File: config.mk
export PLATFORM = sky130hd
export DESIGN_NAME = obj_text_tokenizer
export DESIGN_NICKNAME = d
export VERILOG_FILES = /design/src/rtl/objtok_pkg.sv /design/src/rtl/obj_text_tokenizer.sv
export SDC_FILE = /design/constraint.sdc
export NUM_CORES = 1
export LEC_CHECK = 0
export ABC_AREA = 1
export BUFFER_PORTS_ARGS = -buffer_cell sky130_fd_sc_hd__buf_2
export CAP_MARGIN = 30
export CORE_MARGIN = 5
export CORE_UTILIZATION = 60
export DETAILED_ROUTE_END_ITERATION = 6
export HOLD_SLACK_MARGIN = 0.06
export PLACE_DENSITY = 0.87
export SYNTH_ARGS = -nofsm -noshare
export SYNTH_HDL_FRONTEND = slang
export SYNTH_SLANG_ARGS = --single-unit
File: constraint.sdc
create_clock -name clock -period 6.05 [get_ports clock]
set_input_delay 0.9075 -clock clock [delete_from_list [all_inputs] [get_ports clock]]
set_output_delay 0.9075 -clock clock [all_outputs]
set_load 0.01 [all_outputs]
File: src/rtl/objtok_pkg.sv
package objtok_pkg;

   // field widths
   localparam int OFFSET_BITS = 24;
   localparam int LENGTH_BITS = 16;
   localparam int LINE_BITS   = 20;
   localparam int KIND_BITS   = 4;
   localparam int CHAR_BITS   = 8;

   localparam logic [OFFSET_BITS-1:0] OFFSET_MAX = '1;
   localparam logic [LENGTH_BITS-1:0] LENGTH_MAX = '1;
   localparam logic [LINE_BITS-1:0]   LINE_MAX   = '1;

   // token queue
   localparam int QUEUE_DEPTH = 4;
   localparam int QPTR_BITS   = $clog2(QUEUE_DEPTH);
   localparam int QCNT_BITS   = $clog2(QUEUE_DEPTH + 1);

   // special bytes
   localparam logic [CHAR_BITS-1:0] CHAR_NUL   = 8'h00;
   localparam logic [CHAR_BITS-1:0] CHAR_TAB   = 8'h09;
   localparam logic [CHAR_BITS-1:0] CHAR_LF    = 8'h0a;
   localparam logic [CHAR_BITS-1:0] CHAR_CR    = 8'h0d;
   localparam logic [CHAR_BITS-1:0] CHAR_SPACE = 8'h20;
   localparam logic [CHAR_BITS-1:0] CHAR_HASH  = 8'h23;
   localparam logic [CHAR_BITS-1:0] CHAR_PLUS  = 8'h2b;
   localparam logic [CHAR_BITS-1:0] CHAR_MINUS = 8'h2d;
   localparam logic [CHAR_BITS-1:0] CHAR_DOT   = 8'h2e;
   localparam logic [CHAR_BITS-1:0] CHAR_SLASH = 8'h2f;
   localparam logic [CHAR_BITS-1:0] CHAR_UP_E  = 8'h45;
   localparam logic [CHAR_BITS-1:0] CHAR_LO_E  = 8'h65;
   localparam logic [CHAR_BITS-1:0] CHAR_F     = 8'h66;
   localparam logic [CHAR_BITS-1:0] CHAR_G     = 8'h67;
   localparam logic [CHAR_BITS-1:0] CHAR_N     = 8'h6e;
   localparam logic [CHAR_BITS-1:0] CHAR_O     = 8'h6f;
   localparam logic [CHAR_BITS-1:0] CHAR_S     = 8'h73;
   localparam logic [CHAR_BITS-1:0] CHAR_T     = 8'h74;
   localparam logic [CHAR_BITS-1:0] CHAR_V     = 8'h76;

   typedef enum logic [KIND_BITS-1:0] {
      KIND_EOF        = 4'd0,
      KIND_ERROR      = 4'd1,
      KIND_COMMENT    = 4'd2,
      KIND_SLASH      = 4'd3,
      KIND_NEWLINE    = 4'd4,
      KIND_NUMBER     = 4'd5,
      KIND_IDENTIFIER = 4'd6,
      KIND_FACE       = 4'd7,
      KIND_GROUP      = 4'd8,
      KIND_OBJECT     = 4'd9,
      KIND_SMOOTH     = 4'd10,
      KIND_POSITION   = 4'd11,
      KIND_TEXCOORD   = 4'd12,
      KIND_NORMAL     = 4'd13
   } kind_type;

   typedef enum logic [2:0] {
      MODE_IDLE,
      MODE_COMMENT,
      MODE_IDENT,
      MODE_INT,
      MODE_FRAC,
      MODE_EXP_START,
      MODE_EXP_DIGITS
   } mode_type;

   typedef struct packed {
      kind_type               kind;
      logic [OFFSET_BITS-1:0] offset;
      logic [LENGTH_BITS-1:0] length;
      logic [LINE_BITS-1:0]   line;
      logic                   last;
   } token_type;

   function automatic logic is_letter(input logic [CHAR_BITS-1:0] c);
      return (c inside {[8'h61:8'h7a]}) || (c inside {[8'h41:8'h5a]});
   endfunction

   function automatic logic is_numeral(input logic [CHAR_BITS-1:0] c);
      return c inside {[8'h30:8'h39]};
   endfunction

endpackage

File: src/rtl/obj_text_tokenizer.sv
// channel   dir   ports                                  word
// req       in    req_valid, req_stall, req_char_code    one text byte
// rsp       out   rsp_valid, rsp_stall, rsp_token_*      one token
//
// one byte is taken per cycle while req_stall is low; its tokens (none, one or two) are written
// to a four-entry token queue in the same cycle and the head is shown on rsp
// req_stall is high while the queue has fewer than two free entries, so the
// output side, one token per cycle while rsp_stall is low, sets the sustained rate
// a zero byte flushes any pending token, queues an eof token and clears the
// scan state; synchronous reset empties the queue and clears the scan state
module obj_text_tokenizer (
   input  logic                                clock,
   input  logic                                reset,
   input  logic                                req_valid,
   output logic                                req_stall,
   input  logic [objtok_pkg::CHAR_BITS-1:0]    req_char_code,
   output logic                                rsp_valid,
   input  logic                                rsp_stall,
   output logic [objtok_pkg::KIND_BITS-1:0]    rsp_token_kind,
   output logic [objtok_pkg::OFFSET_BITS-1:0]  rsp_token_offset,
   output logic [objtok_pkg::LENGTH_BITS-1:0]  rsp_token_length,
   output logic [objtok_pkg::LINE_BITS-1:0]    rsp_token_line,
   output logic                                rsp_last_of_run
);

   // scan state
   objtok_pkg::mode_type                 mode_ff, mode_in;
   logic [objtok_pkg::OFFSET_BITS-1:0]   pos_ff, pos_in;
   logic [objtok_pkg::OFFSET_BITS-1:0]   begin_ff, begin_in;
   logic [objtok_pkg::LINE_BITS-1:0]     line_ff, line_in;
   logic [objtok_pkg::LINE_BITS-1:0]     bline_ff, bline_in;
   logic [objtok_pkg::CHAR_BITS-1:0]     first_ff, first_in;
   logic [objtok_pkg::CHAR_BITS-1:0]     second_ff, second_in;
   logic [objtok_pkg::LENGTH_BITS-1:0]   run_ff, run_in;

   // token queue
   objtok_pkg::token_type                queue_mem [objtok_pkg::QUEUE_DEPTH];
   logic [objtok_pkg::QPTR_BITS-1:0]     head_ff, head_in;
   logic [objtok_pkg::QPTR_BITS-1:0]     tail_ff, tail_in;
   logic [objtok_pkg::QCNT_BITS-1:0]     count_ff, count_in;

   logic [objtok_pkg::CHAR_BITS-1:0]     c;
   logic                                 accept;
   logic                                 pop;
   logic                                 more;
   logic                                 cont;
   logic                                 flush;
   objtok_pkg::mode_type                 cont_mode;
   objtok_pkg::mode_type                 start_mode;
   logic                                 fresh_valid;
   objtok_pkg::kind_type                 flush_kind;
   objtok_pkg::kind_type                 ident_kind;
   objtok_pkg::token_type                flush_tok;
   objtok_pkg::token_type                fresh_tok;
   objtok_pkg::token_type                slot0;
   objtok_pkg::token_type                slot1;
   logic [1:0]                           push_n;
   logic [objtok_pkg::OFFSET_BITS-1:0]   pos_inc;
   logic [objtok_pkg::LINE_BITS-1:0]     line_inc;
   logic [objtok_pkg::LENGTH_BITS-1:0]   run_inc;

   assign c      = req_char_code;
   assign accept = req_valid && !req_stall;
   assign pop    = rsp_valid && !rsp_stall;

   // saturating counters
   assign pos_inc  = (pos_ff != objtok_pkg::OFFSET_MAX) ? pos_ff + 1'b1 : pos_ff;
   assign line_inc = (line_ff != objtok_pkg::LINE_MAX) ? line_ff + 1'b1 : line_ff;
   assign run_inc  = (run_ff != objtok_pkg::LENGTH_MAX) ? run_ff + 1'b1 : run_ff;

   // does the byte extend the pending token
   always_comb begin
      more      = 1'b0;
      cont_mode = mode_ff;
      case (mode_ff)
         objtok_pkg::MODE_COMMENT: begin
            more = (c != objtok_pkg::CHAR_LF) && (c != objtok_pkg::CHAR_NUL);
         end
         objtok_pkg::MODE_IDENT: begin
            more = objtok_pkg::is_letter(c) || objtok_pkg::is_numeral(c);
         end
         objtok_pkg::MODE_INT: begin
            if (objtok_pkg::is_numeral(c)) begin
               more = 1'b1;
            end else if (c == objtok_pkg::CHAR_DOT) begin
               more      = 1'b1;
               cont_mode = objtok_pkg::MODE_FRAC;
            end else if (c == objtok_pkg::CHAR_LO_E || c == objtok_pkg::CHAR_UP_E) begin
               more      = 1'b1;
               cont_mode = objtok_pkg::MODE_EXP_START;
            end
         end
         objtok_pkg::MODE_FRAC: begin
            if (objtok_pkg::is_numeral(c)) begin
               more = 1'b1;
            end else if (c == objtok_pkg::CHAR_LO_E || c == objtok_pkg::CHAR_UP_E) begin
               more      = 1'b1;
               cont_mode = objtok_pkg::MODE_EXP_START;
            end
         end
         objtok_pkg::MODE_EXP_START: begin
            if (objtok_pkg::is_numeral(c) || c == objtok_pkg::CHAR_PLUS ||
                c == objtok_pkg::CHAR_MINUS) begin
               more      = 1'b1;
               cont_mode = objtok_pkg::MODE_EXP_DIGITS;
            end
         end
         objtok_pkg::MODE_EXP_DIGITS: begin
            more = objtok_pkg::is_numeral(c);
         end
         default: begin
            more = 1'b0;
         end
      endcase
   end

   assign cont  = (mode_ff != objtok_pkg::MODE_IDLE) && more;
   assign flush = (mode_ff != objtok_pkg::MODE_IDLE) && !more;

   // mode a fresh byte opens
   always_comb begin
      if (c == objtok_pkg::CHAR_HASH) begin
         start_mode = objtok_pkg::MODE_COMMENT;
      end else if (objtok_pkg::is_letter(c)) begin
         start_mode = objtok_pkg::MODE_IDENT;
      end else if (c == objtok_pkg::CHAR_MINUS || objtok_pkg::is_numeral(c)) begin
         start_mode = objtok_pkg::MODE_INT;
      end else begin
         start_mode = objtok_pkg::MODE_IDLE;
      end
   end

   // next mode
   always_comb begin
      if (cont) begin
         mode_in = cont_mode;
      end else if (c == objtok_pkg::CHAR_NUL) begin
         mode_in = objtok_pkg::MODE_IDLE;
      end else begin
         mode_in = start_mode;
      end
   end

   // keyword lookup for a finished identifier
   always_comb begin
      ident_kind = objtok_pkg::KIND_IDENTIFIER;
      if (run_ff == objtok_pkg::LENGTH_BITS'(1)) begin
         case (first_ff)
            objtok_pkg::CHAR_F: ident_kind = objtok_pkg::KIND_FACE;
            objtok_pkg::CHAR_G: ident_kind = objtok_pkg::KIND_GROUP;
            objtok_pkg::CHAR_O: ident_kind = objtok_pkg::KIND_OBJECT;
            objtok_pkg::CHAR_S: ident_kind = objtok_pkg::KIND_SMOOTH;
            objtok_pkg::CHAR_V: ident_kind = objtok_pkg::KIND_POSITION;
            default:            ident_kind = objtok_pkg::KIND_IDENTIFIER;
         endcase
      end else if (run_ff == objtok_pkg::LENGTH_BITS'(2) && first_ff == objtok_pkg::CHAR_V) begin
         if (second_ff == objtok_pkg::CHAR_T) begin
            ident_kind = objtok_pkg::KIND_TEXCOORD;
         end else if (second_ff == objtok_pkg::CHAR_N) begin
            ident_kind = objtok_pkg::KIND_NORMAL;
         end
      end
   end

   // flushed token kind
   always_comb begin
      case (mode_ff)
         objtok_pkg::MODE_COMMENT: flush_kind = objtok_pkg::KIND_COMMENT;
         objtok_pkg::MODE_IDENT:   flush_kind = ident_kind;
         default:                  flush_kind = objtok_pkg::KIND_NUMBER;
      endcase
   end

   // tokens caused by this byte
   always_comb begin
      flush_tok.kind   = flush_kind;
      flush_tok.offset = begin_ff;
      flush_tok.length = run_ff;
      flush_tok.line   = bline_ff;
      flush_tok.last   = 1'b1;

      fresh_tok.offset = pos_ff;
      fresh_tok.length = objtok_pkg::LENGTH_BITS'(1);
      fresh_tok.line   = line_ff;
      fresh_tok.last   = 1'b1;
      fresh_tok.kind   = objtok_pkg::KIND_ERROR;
      fresh_valid      = 1'b0;
      if (!cont) begin
         if (c == objtok_pkg::CHAR_NUL) begin
            fresh_tok.kind   = objtok_pkg::KIND_EOF;
            fresh_tok.length = '0;
            fresh_valid      = 1'b1;
         end else if (c == objtok_pkg::CHAR_SLASH) begin
            fresh_tok.kind = objtok_pkg::KIND_SLASH;
            fresh_valid    = 1'b1;
         end else if (c == objtok_pkg::CHAR_LF) begin
            fresh_tok.kind = objtok_pkg::KIND_NEWLINE;
            fresh_valid    = 1'b1;
         end else if (c == objtok_pkg::CHAR_SPACE || c == objtok_pkg::CHAR_TAB ||
                      c == objtok_pkg::CHAR_CR ||
                      start_mode != objtok_pkg::MODE_IDLE) begin
            fresh_valid = 1'b0;
         end else begin
            fresh_tok.kind = objtok_pkg::KIND_ERROR;
            fresh_valid    = 1'b1;
         end
      end

      if (flush) begin
         slot0      = flush_tok;
         slot0.last = !fresh_valid;
      end else begin
         slot0 = fresh_tok;
      end
      slot1  = fresh_tok;
      push_n = {1'b0, flush} + {1'b0, fresh_valid};
   end

   // next scan registers
   always_comb begin
      pos_in    = pos_ff;
      begin_in  = begin_ff;
      line_in   = line_ff;
      bline_in  = bline_ff;
      first_in  = first_ff;
      second_in = second_ff;
      run_in    = run_ff;
      if (cont) begin
         if (mode_ff == objtok_pkg::MODE_IDENT && run_ff == objtok_pkg::LENGTH_BITS'(1)) begin
            second_in = c;
         end
         run_in = run_inc;
         pos_in = pos_inc;
      end else if (c == objtok_pkg::CHAR_NUL) begin
         pos_in    = '0;
         begin_in  = '0;
         line_in   = '0;
         bline_in  = '0;
         first_in  = '0;
         second_in = '0;
         run_in    = '0;
      end else begin
         if (start_mode != objtok_pkg::MODE_IDLE) begin
            begin_in = pos_ff;
            bline_in = line_ff;
            run_in   = objtok_pkg::LENGTH_BITS'(1);
         end else begin
            run_in = '0;
         end
         if (start_mode == objtok_pkg::MODE_IDENT) begin
            first_in  = c;
            second_in = '0;
         end
         if (c == objtok_pkg::CHAR_LF) begin
            line_in = line_inc;
         end
         pos_in = pos_inc;
      end
   end

   always_ff @(posedge clock) begin
      if (reset) begin
         mode_ff   <= objtok_pkg::MODE_IDLE;
         pos_ff    <= '0;
         begin_ff  <= '0;
         line_ff   <= '0;
         bline_ff  <= '0;
         first_ff  <= '0;
         second_ff <= '0;
         run_ff    <= '0;
      end else if (accept) begin
         mode_ff   <= mode_in;
         pos_ff    <= pos_in;
         begin_ff  <= begin_in;
         line_ff   <= line_in;
         bline_ff  <= bline_in;
         first_ff  <= first_in;
         second_ff <= second_in;
         run_ff    <= run_in;
      end
   end

   // queue pointers
   always_comb begin
      head_in  = pop ? head_ff + 1'b1 : head_ff;
      tail_in  = accept ? tail_ff + objtok_pkg::QPTR_BITS'(push_n) : tail_ff;
      count_in = count_ff + (accept ? objtok_pkg::QCNT_BITS'(push_n) : '0)
                 - objtok_pkg::QCNT_BITS'(pop);
   end

   always_ff @(posedge clock) begin
      if (reset) begin
         head_ff  <= '0;
         tail_ff  <= '0;
         count_ff <= '0;
      end else begin
         head_ff  <= head_in;
         tail_ff  <= tail_in;
         count_ff <= count_in;
      end
   end

   // queue storage
   always_ff @(posedge clock) begin
      if (accept && push_n != 2'd0) begin
         queue_mem[tail_ff] <= slot0;
      end
      if (accept && push_n == 2'd2) begin
         queue_mem[tail_ff + 1'b1] <= slot1;
      end
   end

   // handshakes and result word
   assign req_stall        = count_ff > objtok_pkg::QCNT_BITS'(objtok_pkg::QUEUE_DEPTH - 2);
   assign rsp_valid        = count_ff != '0;
   assign rsp_token_kind   = queue_mem[head_ff].kind;
   assign rsp_token_offset = queue_mem[head_ff].offset;
   assign rsp_token_length = queue_mem[head_ff].length;
   assign rsp_token_line   = queue_mem[head_ff].line;
   assign rsp_last_of_run  = queue_mem[head_ff].last;

endmodule

# --- Yosys cells after proc, flatten, opt, wreduce, memory -nomap -nowiden ---
# Memories as Yosys holds them, arrays and structs flattened. A register that Yosys moved wholly into a read port is not among the register bits.
# Index checks and enable logic that the tools add are counted.
classes:
  n_addsub: 9
  multipliers: 0
  div_mod_pow: 0
  magnitude_cmp: 7
  n_eq_ne: 38
  shifts: 0
  mux: 62
  n_bitwise: 1
  reduce_logical: 42
ops:
  columns: ["cell", "count"]
  rows:
  - ["$mux W24", 5]
  - ["$mux W20", 5]
  - ["$eq A8 B7 Y1 const B", 9]
  - ["$mux W65", 1]
  - ["$eq A8 B6 Y1 const B", 6]
  - ["$mux W8", 6]
  - ["$mux W3", 11]
  - ["$mux W16", 2]
  - ["$add A24 B1 Y24 const B", 1]
  - ["$eq A8 B4 Y1 const B", 3]
  - ["$ne A24 B24 Y1 const B", 1]
  - ["$add A20 B1 Y20 const B", 1]
  - ["$ne A20 B20 Y1 const B", 1]
  - ["$pmux W4 S5", 1]
  - ["$mux W1", 18]
  - ["$add A16 B1 Y16 const B", 1]
  - ["$eq A16 B1 Y1 const B", 1]
  - ["$eq A16 B2 Y1 const B", 1]
  - ["$ge A8 B7 Y1 const B", 2]
  - ["$le A8 B7 Y1 const B", 2]
  - ["$mux W4", 4]
  - ["$ne A16 B16 Y1 const B", 1]
  - ["$logic_and A1 B1 Y1", 12]
  - ["$mux W2", 6]
  - ["30 further kinds", 58]
word_totals:
  ff_bits: 130
  latch_bits: 0
  mem_bits_rw: 260
  rom_bits: 0
  in_bits: 12
  out_inout_bits: 67
  word_cells: 171
  n_memories: 1
memory_table:
  columns: ["name", "words", "word_bits", "rd", "rd_clocked_by_memory_dff", "write_ports", "line_no", "source"]
  rows:
  - ["queue_mem", 4, 65, 1, 1, 2, "obj_text_tokenizer.sv:37", "objtok_pkg::token_type queue_mem [objtok_pkg::QUEUE_DEPTH];"]

# --- Logic depth before layout (Yosys ltp) ---
# Gate-level depths: netlist of run 1.
depth:
  depth_word: 18
  mapped_depth: 23

# --- Worst setup path before layout of run 1 ---
# No wires, ideal clock.
synth_timing:
  path_kind: "input -> register"
  start: "in req_char_code[3] in the netlist's numbering"
  end: "mem queue_mem[0][10] in the netlist's numbering, enable pin"
  setup_ps: 407
  arrival_ps: 4221
  path_slack_ps: 1422
  path_stages: 18
  cell_sequence: "buf_2 o21ai_0 nand2_1 nand3_1 nand2_1 inv_1 nor2_1 nand2_1 nor2_2 buf_2 ha_1 inv_1 nor2_1 inv_1 nor2_1 clkinv_1 clkbuf_1 nand2_1"
synth_lines:
  columns: ["element", "line_no", "source"]
  rows:
  - ["start, declared", "obj_text_tokenizer.sv:16", "input logic [objtok_pkg::CHAR_BITS-1:0] req_char_code,"]
  - ["end, declared", "obj_text_tokenizer.sv:37", null]

==> results.txt, run 1 <==
The pre-antenna-repair detailed-routing pass consisted of 6 iterations. For this run, the post-layout net count is 2,860. The number of clock buffers added by TritonCTS is 42.

Tracing the worst setup path back leads to its startpoint at req_char_code[1]. The final layout contains routed wiring with a total length of 57.5 mm. The routed via count was 19,356.

The cell sitting at the root of the clock tree is a sky130_fd_sc_hd__clkbuf_16. The fraction of post-synthesis cell area in the top cell type by area works out to 27.8%. The leakage power summed over all cells is 9.55 nW. The average cell area after synthesis was 7.20 µm². The endpoint class of the critical path is a flop. The slowest cell on the critical path was sky130_fd_sc_hd__nand2_2. The detailed router finished its first iteration with 1,908 violations. By area the synthesized netlist is led by sky130_fd_sc_hd__edfxtp_1 (28%), sky130_fd_sc_hd__nand2_1 (20%), sky130_fd_sc_hd__dfxtp_1 (19%). The logs give 68 for the site row count and 47.0% for the portion of the post-synthesis area used by sequential elements.

Leaving out fill and tap cells, the most frequent cell in the layout is sky130_fd_sc_hd__nand2_1. The slack of the worst reg-to-reg path was 2260 ps. Hold repair after CTS inserted 0 buffers.

After synthesis the netlist holds a flip-flop and latch count of 392. The repair_antennas step left the layout with diodes totalling 0. The highest net fanout along the worst path was 34; the latest clock arrival within the worst-skew pair was 550 ps.

Timing-limited maximum frequency: 243 MHz. The flow ran to the end, and the final reports show no timing, DRC or antenna violations. The maximum root-to-sink buffer count came out at 3. The count of warnings emitted by yosys was 0.

Summed over all instances, the cell type with the most area after synthesis is sky130_fd_sc_hd__edfxtp_1. The number of nets handed over by synthesis was 2,906. The first-pass GRT wire length was 92.6 mm; the initial core utilization was 60.4%. For the pin with the worst max-slew slack, the measured transition is 1040 ps. The power per cell area was 349 nW/µm²; the number of levels the H-tree was split into was 2. Width of the die: 196 µm. Once the clock tree was built, the resizer swapped 0 gates to a different size.

The clock drives 392 sinks. In the synthesized netlist, the number of instances is 2,883. The number of hold-slack violations in the final timing report was 0; the utilization of the core after routing was 65.5%.

Subtracting the final worst setup slack from the clock period gives 4120 ps. Max-cap violations in this run came to 0. At the end of routability-driven placement, the weighted congestion stood at 0.959. The die is 196 µm tall.

Global routing consumed, over all layers together, 29.1% of the routing resources. The data arrival time of the critical path is 4350 ps. The number of max-slew violations in the final report was 0. The cell family contributing the most delay on the critical path is simple AND/OR/NAND/NOR gates. Across the VDD grid, the largest voltage drop is 0.000223 V.

Class of the tightest hold or removal check: reg -> reg. Summed over all layers, the global routing overflow is 0. Walking the worst path, the cells encountered are buf_2 > nor2_1 > nand2_1 > inv_1 > nand2_2 > nand3_1 > nand3_1 > nor2_1 > nand2_1 > buf_4 > nor2_4 > ha_1 > inv_1 > nor2_1 > inv_1 > nor2_4 > clkinv_1 > buf_4 > nand2_2 > buf_12. The final antenna-violating net count was 0; the maximum number of pins on one net before global-route repair was 70. The layout cell share with drive strength beyond 1 works out to 7.74%. After detailed routing, the number of remaining DRC violations is 0.

The normalized max-slew margin was 30.6%. Die area: 38,400 µm². The worst hold path begins at first_ff[7]$_SDFFE_PP0P_. The cell area that synthesis handed to floorplanning was 20,800 µm². The region available for standard cell placement spans 34,400 µm².

Using the TritonRoute via totals, the vias-per-cell ratio works out to 5.82. Synthesis instantiated 37 different standard cells from the library. TritonCTS built the clock tree. Total negative setup slack: 0 ps.

Setup violations remaining at the end of the flow were counted as 0. The worst clock skew is 18.3 ps. Element type at the critical path start: an input port. The number of antenna violations at the first check in global routing is 0.

For the worst setup path, the data required time is 6280 ps. The final clock period utilization by the worst path is 68.2%, and the HPWL reported at the end of detailed placement is 34.2 mm. On the worst path, the slowest cell contributes a delay of 470 ps.

The run gives 2,793 as the filler cell count. For the number of top-level pins, the log shows 79. Setup repair after global routing left no endpoint under its margin.

Leaving out fill and tap cells, the most frequent cells in the layout are sky130_fd_sc_hd__nand2_1 (1,120), sky130_fd_sc_hd__nor2_1 (275), sky130_fd_sc_hd__dfxtp_1 (198). By startpoint and endpoint, the worst setup path is classified as in -> reg. Dividing the detail-routed wire length by the instance count gives 17.3 µm. The clock transition at the registers of the reported paths is 60 ps.

The number of global-route vias before repair is 18,262. The startpoint identified for the worst register-to-register timing path is mode_ff[1]$_SDFFE_PP0P_. Post-CTS timing repair inserted 0 buffers for setup. Port buffering added 78 buffers. Worst path buffer plus inverter count: 8. Layout-stage area growth over the synthesis result: 8.34%.
-- worst register-to-register path, cell delays in order (launching register included) --
cell and delay, ps:
sky130_fd_sc_hd__dfxtp_1 390, sky130_fd_sc_hd__inv_1 120, sky130_fd_sc_hd__nor3_1 480, sky130_fd_sc_hd__nand2_1 210, sky130_fd_sc_hd__nand2_1 110, sky130_fd_sc_hd__buf_4 340, sky130_fd_sc_hd__nor2_4 70, sky130_fd_sc_hd__ha_1 240
sky130_fd_sc_hd__inv_1 130, sky130_fd_sc_hd__nor2_1 60, sky130_fd_sc_hd__inv_1 290, sky130_fd_sc_hd__nor2_4 50, sky130_fd_sc_hd__clkinv_1 50, sky130_fd_sc_hd__buf_4 250, sky130_fd_sc_hd__nand2_2 400, sky130_fd_sc_hd__buf_12 350
-- power by group --
part | internal [mW] | total, mW | switching, mW
registers | 3.09 | 3.22 | 0.129
logic | 0.573 | 2.12 | 1.55
clock network | 1.45 | 2.51 | 1.06
total | 5.12 | 7.86 | 2.74
-- cells in the mapped netlist --
master / n
sky130_fd_sc_hd__inv_4: 3
sky130_fd_sc_hd__xnor2_1: 9
sky130_fd_sc_hd__buf_1: 6
sky130_fd_sc_hd__nand3_4: 1
sky130_fd_sc_hd__buf_6: 21
sky130_fd_sc_hd__o21ai_0: 148
sky130_fd_sc_hd__o21bai_1: 1
sky130_fd_sc_hd__nand4_4: 4
sky130_fd_sc_hd__o211ai_1: 4
sky130_fd_sc_hd__nand2_1: 1124
sky130_fd_sc_hd__nor4_1: 1
sky130_fd_sc_hd__nor2_1: 280
sky130_fd_sc_hd__clkinv_1: 5
sky130_fd_sc_hd__or2_2: 1
sky130_fd_sc_hd__a31oi_1: 1
sky130_fd_sc_hd__inv_1: 197
sky130_fd_sc_hd__nand4_1: 50
sky130_fd_sc_hd__nor2_4: 1
sky130_fd_sc_hd__dfxtp_1: 200
sky130_fd_sc_hd__ha_1: 10
sky130_fd_sc_hd__fa_1: 1
sky130_fd_sc_hd__nor2_2: 17
sky130_fd_sc_hd__and3_1: 1
sky130_fd_sc_hd__nand2_2: 5
sky130_fd_sc_hd__edfxtp_1: 192
sky130_fd_sc_hd__nand3_1: 170
sky130_fd_sc_hd__nand3_2: 1
sky130_fd_sc_hd__a21oi_1: 114
sky130_fd_sc_hd__inv_2: 5
sky130_fd_sc_hd__xor2_1: 44
sky130_fd_sc_hd__clkbuf_1: 127
sky130_fd_sc_hd__buf_4: 3
sky130_fd_sc_hd__buf_2: 40
sky130_fd_sc_hd__nor3b_1: 2
sky130_fd_sc_hd__nor3_1: 28
sky130_fd_sc_hd__a211oi_1: 1
sky130_fd_sc_hd__o22ai_1: 65
-- layer usage --
layer,up-vias,part of all wire [%],global-route usage (%),routed length [µm]
li1,9157,-,-,-
met1,8956,39,38.0,22200
met2,1089,48,49.1,27700
met3,154,10,4.79,5830
met4,0,3.0,10.5,1720
met5,-,0,0,0
-- flip-flops by register name, indices dropped and copies added, names as in the netlist, 8 cells and up, named ones only --
| register | cells |
|---|---|
| line_ff | 20 |
| pos_ff | 24 |
| run_ff | 16 |
| queue_mem | 260 |
| bline_ff | 20 |
| second_ff | 8 |
| begin_ff | 24 |
| first_ff | 8 |
-- logic make-up (layout without fill, tap and decap cells) --
| family | after synthesis | after routing | share of synthesized area, % |
|---|---|---|---|
| XOR/XNOR | 53 | 53 | 2.23 |
| adder cells (fa/ha/maj) | 11 | 11 | 0.699 |
| flip-flops | 392 | 392 | 47.0 |
| buffers and inverters | 407 | 393 | 8.45 |
| AO/OA/AOI/OAI | 334 | 334 | 8.52 |
| AND/OR/NAND/NOR | 1686 | 1686 | 33.1 |
-- stage by stage --
step / total power, mW / std cells / instance area [µm²] / hold WS [ps] / worst slack [ps]
3_3_place_gp: 5.26 / 3246 / 21100 / 430 / 1480
6_report: 7.86 / 3324 / 22500 / 439 / 1930
3_5_place_dp: 5.35 / 3248 / 21200 / 432 / 1390
2_1_floorplan: 4.60 / 2883 / 20800 / 418 / 1420
5_1_grt: 8.18 / 3324 / 22500 / 466 / 1610
4_1_cts: 7.83 / 3324 / 22500 / 442 / 1960
-- cell type report --
type	count	area [µm²]	share of cell area, %
Clock inverter	12	82.6	0.367
Clock buffer	64	1270	5.64
Multi-Input combinational cell	2084	9300	41.3
Inverter	210	797	3.54
Tap cell	455	569	2.53
Timing Repair Buffer	107	711	3.16
Sequential cell	392	9770	43.4
-- path summary, 6_finish.rpt --
kind,end,depth (start not counted)
setup / recovery,queue_mem[0][3]$_DFFE_PP_,20
hold / removal,first_ff[7]$_SDFFE_PP0P_,2
setup reg to reg,queue_mem[3][44]$_DFFE_PP_,15
hold reg to reg,first_ff[7]$_SDFFE_PP0P_,2
Note: power is estimated with default switching activity, not from simulation.
==> inputs of run 2 (changes only) <==
- ABC_AREA: 1 -> 0
- clock period: 6.05 -> 3.9 ns (I/O delays scaled with it)
==> run 2 against run 1 <==
Compared with the run above:
- sequential cell count unchanged
- sequential share of layout area rose by 4.9 points
- area after synthesis fell by 13%
- critical path depth fell by 14
- via count decreased by 27%
- largest power group unchanged
==> results.txt, run 2 <==
The flow ran to the end, and the final reports show no timing, DRC or antenna violations. The cell depth of the worst min-delay path works out to 2 (unchanged). The number of max-slew violations in the final report is 0 (unchanged), and the highest net fanout along the worst path is 48 (was 34). The largest delay contributor family on the critical path is simple AND/OR/NAND/NOR gates (unchanged).

The run gives 79 (unchanged) as the number of top-level pins. The run gives 530 ps (was 550 ps) as the latest clock arrival within the worst-skew pair. The commonest non-fill, non-tap cell in the layout was sky130_fd_sc_hd__dfxtp_1 (was sky130_fd_sc_hd__nand2_1). The total negative setup slack was 0 ps (unchanged); the portion of the post-synthesis area used by sequential elements was 53.9% (was 47.0%).

Layout-stage area growth over the synthesis result: 11.5% (was 8.34%). The tools report the element type at the critical path start as a flop (was an input port). Commonest cells in the synthesized netlist: sky130_fd_sc_hd__dfxtp_1 (200), sky130_fd_sc_hd__edfxtp_1 (192), sky130_fd_sc_hd__a22o_1 (183), sky130_fd_sc_hd__nand3_1 (143), sky130_fd_sc_hd__clkbuf_1 (127) (was sky130_fd_sc_hd__nand2_1 (1,124), sky130_fd_sc_hd__nor2_1 (280), sky130_fd_sc_hd__dfxtp_1 (200), sky130_fd_sc_hd__inv_1 (197), sky130_fd_sc_hd__edfxtp_1 (192)). TritonCTS built the clock tree.

The die area came out at 33,800 µm² (was 38,400 µm²). Predominant post-synthesis flop cell: sky130_fd_sc_hd__dfxtp_1 (unchanged). Setup repair after global routing left no endpoint under its margin.

The final antenna-violating net count is 0 (unchanged). For the area inside the core boundary, the log shows 29,700 µm² (was 34,400 µm²). For the site row count, the log shows 63 (was 68). Largest registers ranked by flip-flop count: queue_mem (260), begin_ff (24), pos_ff (24) (unchanged). The cell area after synthesis is 18,100 µm² (was 20,800 µm²). The initial core utilization was 61.0% (was 60.4%); the y dimension of the die was 184 µm (was 196 µm).

The data arrival time of the critical path came out at 3590 ps (was 4350 ps). The logs give 392 (unchanged) for the total clock sinks and 27.9 mm (was 34.2 mm) for the HPWL reported at the end of detailed placement. Area contributors post-synth: sky130_fd_sc_hd__edfxtp_1 (32%), sky130_fd_sc_hd__dfxtp_1 (22%), sky130_fd_sc_hd__a22o_1 (8.8%) (was sky130_fd_sc_hd__edfxtp_1 (28%), sky130_fd_sc_hd__nand2_1 (20%), sky130_fd_sc_hd__dfxtp_1 (19%)). For the placed instance area, the log shows 19,000 µm² (was 21,200 µm²).

The leftover overflow at the end of global routing was 0 (unchanged); the worst clock skew was 8.83 ps (was 18.3 ps). The number of maximum-capacitance constraint violations was 0 (unchanged). The startpoint of the worst hold path was req_char_code[6] (was first_ff[7]$_SDFFE_PP0P_). Commonest cells after routing, fill and taps aside: sky130_fd_sc_hd__dfxtp_1 (198), sky130_fd_sc_hd__edfxtp_1 (192), sky130_fd_sc_hd__a22o_1 (183) (was sky130_fd_sc_hd__nand2_1 (1,120), sky130_fd_sc_hd__nor2_1 (275), sky130_fd_sc_hd__dfxtp_1 (198)).

The cell total after placement was 1,980 (was 3,248). The routed via count came out at 14,119 (was 19,356). The average via count per standard cell was 6.89 (was 5.82). The data required time at the worst endpoint came out at 4070 ps (was 6280 ps). The count of mapped cells out of synthesis is 1,614 (was 2,883). The internal portion of total power is 7.54 mW (was 5.12 mW).

The fraction of post-synthesis cell area in the top cell type by area is 31.8% (was 27.8%). Endpoint class of the critical path: a flop (unchanged). The power per cell area works out to 526 nW/µm² (was 349 nW/µm²).

The critical register-to-register path endpoint is queue_mem[3][15]$_DFFE_PP_ (was queue_mem[3][44]$_DFFE_PP_). Initial DRC count: 1,550 (was 1,908). The most flop-heavy register is queue_mem (unchanged). Number of flops mapped to enable cells by yosys: 192 (unchanged).

The clock period could shrink to 3420 ps. The slack of the worst reg-to-reg path was 480 ps (was 2260 ps). Total routed wirelength: 47.2 mm (was 57.5 mm). The post-route cell area came out at 20,200 µm² (was 22,500 µm²). Number of antenna violations at the first check in global routing: 0 (unchanged). The final routed wire length divided by cell count was 23.0 µm (was 17.3 µm). The run gives 0 (unchanged) as the count of warnings emitted by yosys. The count of endpoints failing setup in the final report is 0 (unchanged), and the worst path buffer plus inverter count is 0 (was 8).

The leakage power summed over all cells is 6.91 nW (was 9.55 nW). Distinct cell type count after synthesis: 61 (was 37). The slowest cell on the critical path was sky130_fd_sc_hd__nor3_1 (was sky130_fd_sc_hd__nand2_2).

The filler cell count is 1,981 (was 2,793). The longest individual stage delay on the worst path is 630 ps (was 470 ps), and the clock network fraction of design power is 34.2% (was 32.0%). The number of design rule violations left after detail routing was 0 (unchanged). The switching portion of total power is 29.2% (was 34.9%), and the detailed-router iteration count before antenna repair is 5 (was 6). The run gives 0 (unchanged) as the post-cts repair resize count. The async set or reset register ratio after synthesis came out at 0% (unchanged). The clock transition at the registers of the reported paths was 60 ps (about the same); the combinational group share of total power was 20.5% (was 27.0%). The width of the die was 184 µm (was 196 µm).

Worst-path cell chain: and3b_1 > o2111ai_1 > o21ai_1 > nor3_1 > nand4_1 > nand2_8 (was buf_2 > nor2_1 > nand2_1 > inv_1 > nand2_2 > nand3_1 > nand3_1 > nor2_1 > nand2_1 > buf_4 > nor2_4 > ha_1 > inv_1 > nor2_1 > inv_1 > nor2_4 > clkinv_1 > buf_4 > nand2_2 > buf_12). The tools report the post-route total power as 10.6 mW (was 7.86 mW). The timing-limited maximum frequency is 292 MHz, and the post-route non-filler standard cell count is 2,049 (was 3,324). The power dissipated by switching net loads was 3.10 mW (was 2.74 mW).

The leading cell type by number of instances after synthesis was sky130_fd_sc_hd__dfxtp_1 (was sky130_fd_sc_hd__nand2_1). The utilization of the core after routing was 68.0% (was 65.5%); the count of buffers inserted at the top-level ports was 78 (unchanged). The logs give 49 (was 70) for the maximum number of pins on one net before global-route repair and 0 (unchanged) for the total inserted antenna cells.

The worst setup path category is reg -> reg (was in -> reg). The synthesized net count is 1,637 (was 2,906). For the sequential share of power, the log shows 45.3% (was 41.0%). The flip-flop count of the largest register, all copies and words added was 260 (unchanged); the register bit total from synthesis was 392 (unchanged).

The normalized max-slew margin was 25.5% (was 30.6%). The CTS root buffer was sky130_fd_sc_hd__clkbuf_16 (unchanged). The tools report the terminating pin of the worst hold path as second_ff[6]$_SDFFE_PP0P_ (was first_ff[7]$_SDFFE_PP0P_). Pin slew with the least headroom to its limit: 1110 ps (was 1040 ps). The tools report the first-pass GRT wire length as 75.6 mm (was 92.6 mm). The post-CTS setup-driven buffer insertion count is 0 (unchanged).

The top cell type by total area after synthesis is sky130_fd_sc_hd__edfxtp_1 (unchanged). The aggregate global-route resource usage was 27.7% (was 29.1%); the final clock period utilization by the worst path was 87.8%. The maximum root-to-sink buffer count was 3 (unchanged); the maximum resistive drop on vdd was 0.000365 V (was 0.000223 V).

The class of the tightest hold or removal check is in -> reg (was reg -> reg). The tools report the number of buffers added by the clock tree synthesis step as 40 (was 42). The tools report the last weighted congestion value of the routability-driven placer as 0.990 (was 0.959).

The number of global-route vias before repair was 14,103 (was 18,262); the average cell area after synthesis was 11.2 µm² (was 7.20 µm²). The layout cell share with drive strength beyond 1 is 17.3% (was 7.74%), and the number of nets at the end of the flow is 1,655 (was 2,860). The startpoint of the lowest-slack register-to-register path is mode_ff[2]$_SDFFE_PP0P_ (was mode_ff[1]$_SDFFE_PP0P_). The number of cell instances on the worst register-to-register path is 6 (was 15), and the number of levels the H-tree was split into is 2 (unchanged). The hold-fix buffer count after cts was 0 (unchanged).

The tools report the number of hold-slack violations in the final timing report as 0 (unchanged).
run 2: changes by cell type after synthesis, moves of 18 or more:
cell,previous run,this run
sky130_fd_sc_hd__nand4_1,50,32
sky130_fd_sc_hd__or3_1,0,26
sky130_fd_sc_hd__a21oi_1,114,82
sky130_fd_sc_hd__xor2_1,44,20
sky130_fd_sc_hd__nor2_1,280,82
sky130_fd_sc_hd__buf_2,40,6
sky130_fd_sc_hd__inv_1,197,15
sky130_fd_sc_hd__nand2_1,1124,107
sky130_fd_sc_hd__a22o_1,0,183
sky130_fd_sc_hd__nand3_1,170,143
sky130_fd_sc_hd__mux4_2,0,65
sky130_fd_sc_hd__o22ai_1,65,16
sky130_fd_sc_hd__o21ai_0,148,104
run 2: power groups by stage:
stage / combinational, mW / sequential, mW / clock (mW)
floorplan: 1.52 / 4.73 / 0
global placement: 2.11 / 4.88 / 0
detailed placement: 2.16 / 4.91 / 0
CTS: 2.17 / 4.82 / 3.66
global route: 2.31 / 4.86 / 3.85
finish: 2.18 / 4.82 / 3.64
run 2: cell type report:
type | instances | area (µm²) | share of cell area [%]
Clock inverter | 18 | 124 | 0.613
Tap cell | 390 | 488 | 2.41
Inverter | 15 | 56.3 | 0.279
Multi-Input combinational cell | 1051 | 7730 | 38.3
Sequential cell | 392 | 9780 | 48.4
Timing Repair Buffer | 132 | 908 | 4.49
Clock buffer | 51 | 1120 | 5.57
run 2: worst reg2reg max path, cell delays in order (launching register included):
cell and delay, ps:
sky130_fd_sc_hd__dfxtp_1 610, sky130_fd_sc_hd__and3b_1 270, sky130_fd_sc_hd__o2111ai_1 200, sky130_fd_sc_hd__o21ai_1 130, sky130_fd_sc_hd__nor3_1 630, sky130_fd_sc_hd__nand4_1 600, sky130_fd_sc_hd__nand2_8 590
run 2: how the worst max path moves through the flow:
| stage | start | end | slack [ps] | cells after the start |
|---|---|---|---|---|
| finish | mode_ff[2]$_SDFFE_PP0P_ | queue_mem[3][15]$_DFFE_PP_ | 480 | 6 |
| global route | mode_ff[1]$_SDFFE_PP0P_ | count_ff[2]$_SDFF_PP0_ | 300 | 15 |
| CTS | mode_ff[2]$_SDFFE_PP0P_ | queue_mem[1][54]$_DFFE_PP_ | 560 | 6 |
| detailed placement | req_char_code[0] | count_ff[2]$_SDFF_PP0_ | 130 | 16 |
| global placement | req_char_code[0] | count_ff[2]$_SDFF_PP0_ | 180 | 16 |
| floorplan | req_char_code[0] | count_ff[2]$_SDFF_PP0_ | 40 | 15 |
run 2: per-layer routing:
| metal | wire length [µm] | share of wire (%) | GRT usage, % |
|---|---|---|---|
| met4 | 1820 | 3.8 | 10.5 |
| met2 | 23500 | 50 | 46.9 |
| met3 | 4420 | 9.4 | 4.91 |
| met5 | 0 | 0 | 0 |
| met1 | 17500 | 37 | 35.9 |
run 2: cells by family after synthesis:
kind of cell               after synthesis  synth area share, %
AOI/OAI and AO/OA                      434                 17.1
xor gates and xnor gates                34                 1.64
adders and majority gates               11                0.801
buffers and inverters                  171                 4.07
DFF                                    392                 53.9
muxes                                   75                 8.64
and+or+nand+nor                        497                 13.9
run 2: stage by stage:
stage / hold WS (ps) / setup slack [ps]
floorplan: 431 / 41.6
global placement: 448 / 181
detailed placement: 452 / 127
CTS: 345 / 561
global route: 367 / 298
finish: 351 / 477
==> inputs of run 3 (changes only) <==
- ABC_AREA: 0 -> 1
==> run 3 against run 2 <==
Compared with the run above:
- die area rose by 14%
- worst setup slack worse by 41 ps
- sequential share of layout area shrank 5.3 points
- non-clock buffer count fell by 3
- largest power group unchanged
- critical path depth down 2
- first-iteration DRC count is 46% higher
==> results.txt, run 3 (synthesis results as in run 1) <==
The maximum number of pins on one net before global-route repair is 79 (was 49). The CTS root buffer was sky130_fd_sc_hd__clkbuf_16 (unchanged). For the amount of wire on met2 after detailed routing, the log shows 27.9 mm (was 23.5 mm). The leftover overflow at the end of global routing was 0 (unchanged).

Area inside the core boundary: 34,400 µm² (was 29,700 µm²). The final routed wire length divided by cell count is 17.4 µm (was 23.0 µm). Flip-flop count of the largest register, all copies and words added: 260 (unchanged).

Count of buffers inserted at the top-level ports: 78 (unchanged). The run gives 3,270 (was 1,980) as the cell total after placement. HPWL reported at the end of detailed placement: 35.8 mm (was 27.9 mm). The combinational group share of total power was 26.8% (was 20.5%). For the detailed-router iteration count before antenna repair, the log shows 7 (was 5).

The number of maximum-capacitance constraint violations came out at 0 (unchanged). Sum of routed wire segments on met1: 21.9 mm (was 17.5 mm). The total clock sinks was 392 (unchanged); the pin slew with the least headroom to its limit was 1130 ps (was 1110 ps). The worst clock skew was 21.6 ps (was 8.83 ps).

For the first-pass GRT wire length, the log shows 94.5 mm (was 75.6 mm). For the final antenna-violating net count, the log shows 0 (unchanged). The tools report the number of nets at the end of the flow as 2,882 (was 1,655). The worst setup path category was reg -> out (was reg -> reg). The number of buffers added by the clock tree synthesis step was 42 (was 40); the total inserted antenna cells was 0 (unchanged). The run gives 79 (unchanged) as the number of top-level pins. The clock transition at the registers of the reported paths is 60 ps (about the same). The number of global-route vias before repair was 19,101 (was 14,103); the hold-fix buffer count after cts was 0 (unchanged). Largest registers ranked by flip-flop count: queue_mem (260), begin_ff (24), pos_ff (24) (unchanged).

Maximum resistive drop on vdd: 0.000360 V (was 0.000365 V). For the number of antenna violations at the first check in global routing, the log shows 0 (unchanged). The initial DRC count was 2,257 (was 1,550). The power dissipated by switching net loads is 4.26 mW (was 3.10 mW), and the latest clock arrival within the worst-skew pair is 550 ps (was 530 ps). The die area is 38,400 µm² (was 33,800 µm²), and the switching portion of total power is 34.5% (was 29.2%). The layout-stage area growth over the synthesis result is 9.16% (was 11.5%).

The number of hold-slack violations in the final timing report was 0 (unchanged); the data required time at the worst endpoint was 3310 ps (was 4070 ps). Setup repair after global routing left no endpoint under its margin. Internal portion of total power: 8.08 mW (was 7.54 mW). The total negative setup slack is 0 ps (unchanged), and the initial core utilization is 60.4% (was 61.0%).

The class of the tightest hold or removal check is in -> reg (unchanged). The final clock period utilization by the worst path is 88.8% (was 87.8%). The post-route non-filler standard cell count was 3,346 (was 2,049).

The post-route minimum period was 3460 ps (was 3420 ps); the site row count was 68 (was 63). The average via count per standard cell came out at 5.84 (was 6.89). Most flop-heavy register: queue_mem (unchanged). The tools report the aggregate global-route resource usage as 29.6% (was 27.7%). The run gives 19,554 (was 14,119) as the routed via count. The layout cell share with drive strength beyond 1 was 8.30% (was 17.3%).

The width of the die was 196 µm (was 184 µm). Leakage power summed over all cells: 9.65 nW (was 6.91 nW). The post-CTS setup-driven buffer insertion count came out at 0 (unchanged). The post-cts repair resize count came out at 0 (unchanged). The total routed wirelength came out at 58.4 mm (was 47.2 mm). Element type at the critical path start: a flop (unchanged). Clock network fraction of design power: 32.5% (was 34.2%).

The run finished with clean final reports. The power per cell area is 544 nW/µm² (was 526 nW/µm²). The top layer reached by signal wires was met4 (unchanged). The logs give 0 (unchanged) for the count of endpoints failing setup in the final report and 2,763 (was 1,981) for the filler cell count. The number of levels the H-tree was split into is 2 (unchanged), and the normalized max-slew margin is 24.4% (was 25.5%).

The endpoint class of the critical path was an output port (was a flop). Commonest cells after routing, fill and taps aside: sky130_fd_sc_hd__nand2_1 (1,120), sky130_fd_sc_hd__nor2_1 (275), sky130_fd_sc_hd__dfxtp_1 (198) (was sky130_fd_sc_hd__dfxtp_1 (198), sky130_fd_sc_hd__edfxtp_1 (192), sky130_fd_sc_hd__a22o_1 (183)). The highest net fanout along the worst path was 78 (was 48). The number of design rule violations left after detail routing came out at 0 (unchanged).

TritonCTS built the clock tree. The logs give 0 (unchanged) for the number of max-slew violations in the final report and 3 (unchanged) for the maximum root-to-sink buffer count. The sequential share of power was 40.8% (was 45.3%). The data arrival time of the critical path was 2880 ps (was 3590 ps); the y dimension of the die was 196 µm (was 184 µm). The tools report the met3 layer wire length in the routed design as 6.25 mm (was 4.42 mm). The tools report the timing-limited maximum frequency as 289 MHz (was 292 MHz). The last weighted congestion value of the routability-driven placer was 0.973 (was 0.990); the tightest hold margin was 370 ps (was 351 ps).

The commonest non-fill, non-tap cell in the layout was sky130_fd_sc_hd__nand2_1 (was sky130_fd_sc_hd__dfxtp_1).
## run 3: changes by cell type in the layout (fill, tap and decap cells not counted), sizes merged, moves of 32 or more
| cell | previous run | this run |
|---|---|---|
| a21oi | 82 | 114 |
| a22o | 183 | 0 |
| inv | 15 | 204 |
| mux4 | 65 | 0 |
| nand2 | 108 | 1129 |
| nor2 | 83 | 298 |
| o21ai | 107 | 148 |
| o22ai | 16 | 65 |
## run 3: worst max-delay path: stages, from the launching register on
cell and delay [ps]:
sky130_fd_sc_hd__dfxtp_4 740, sky130_fd_sc_hd__buf_4 720, sky130_fd_sc_hd__o21ai_0 230, sky130_fd_sc_hd__o22ai_1 420
sky130_fd_sc_hd__buf_2 220
## run 3: worst paths after layout
path	startpoint	end	slack, ps	cells after the start
max	flop	rsp_token_kind[1]	440	4
min	req_char_code[6]	second_ff[6]$_SDFFE_PP0P_	370	3
max reg2reg	mode_ff[1]$_SDFFE_PP0P_	count_ff[2]$_SDFF_PP0_	510	14
min reg2reg	first_ff[7]$_SDFFE_PP0P_	first_ff[7]$_SDFFE_PP0P_	440	2
## run 3: cell type report
| cell class | instances | area (µm²) | area share (%) |
|---|---|---|---|
| timing repair buffer | 129 | 861 | 3.80 |
| tap | 455 | 569 | 2.51 |
| clock buffer | 63 | 1190 | 5.25 |
| sequential | 392 | 9770 | 43.1 |
| multi-input combinational | 2084 | 9300 | 41.0 |
| inverter | 210 | 797 | 3.52 |
| clock inverter | 13 | 186 | 0.822 |
## run 3: metrics by stage
step | total power, mW | area (µm²) | setup WS, ps | util [%]
floorplan | 7.12 | 20800 | 39.9 | -
global placement | 8.21 | 21300 | 267 | 62.0
detailed placement | 8.33 | 21300 | 146 | 62.0
CTS | 12.3 | 22700 | 471 | 66.0
global route | 12.8 | 22700 | 261 | 66.0
finish | 12.3 | 22700 | 436 | 66.0
## run 3: metal layers
layer | track usage (%) | up-vias
met1 | 36.6 | 8935
met4 | 12.6 | 0
met2 | 50.6 | 1171
met5 | 0 | -
met3 | 5.65 | 248
li1 | - | 9200
## run 3: power groups by stage
stage | sequential [mW] | clock (mW) | combinational (mW)
6_report | 5.03 | 4.01 | 3.30
5_1_grt | 5.06 | 4.22 | 3.54
4_1_cts | 5.02 | 4.03 | 3.24
3_5_place_dp | 5.10 | 0 | 3.22
3_3_place_gp | 5.08 | 0 | 3.13
2_1_floorplan | 4.99 | 0 | 2.14
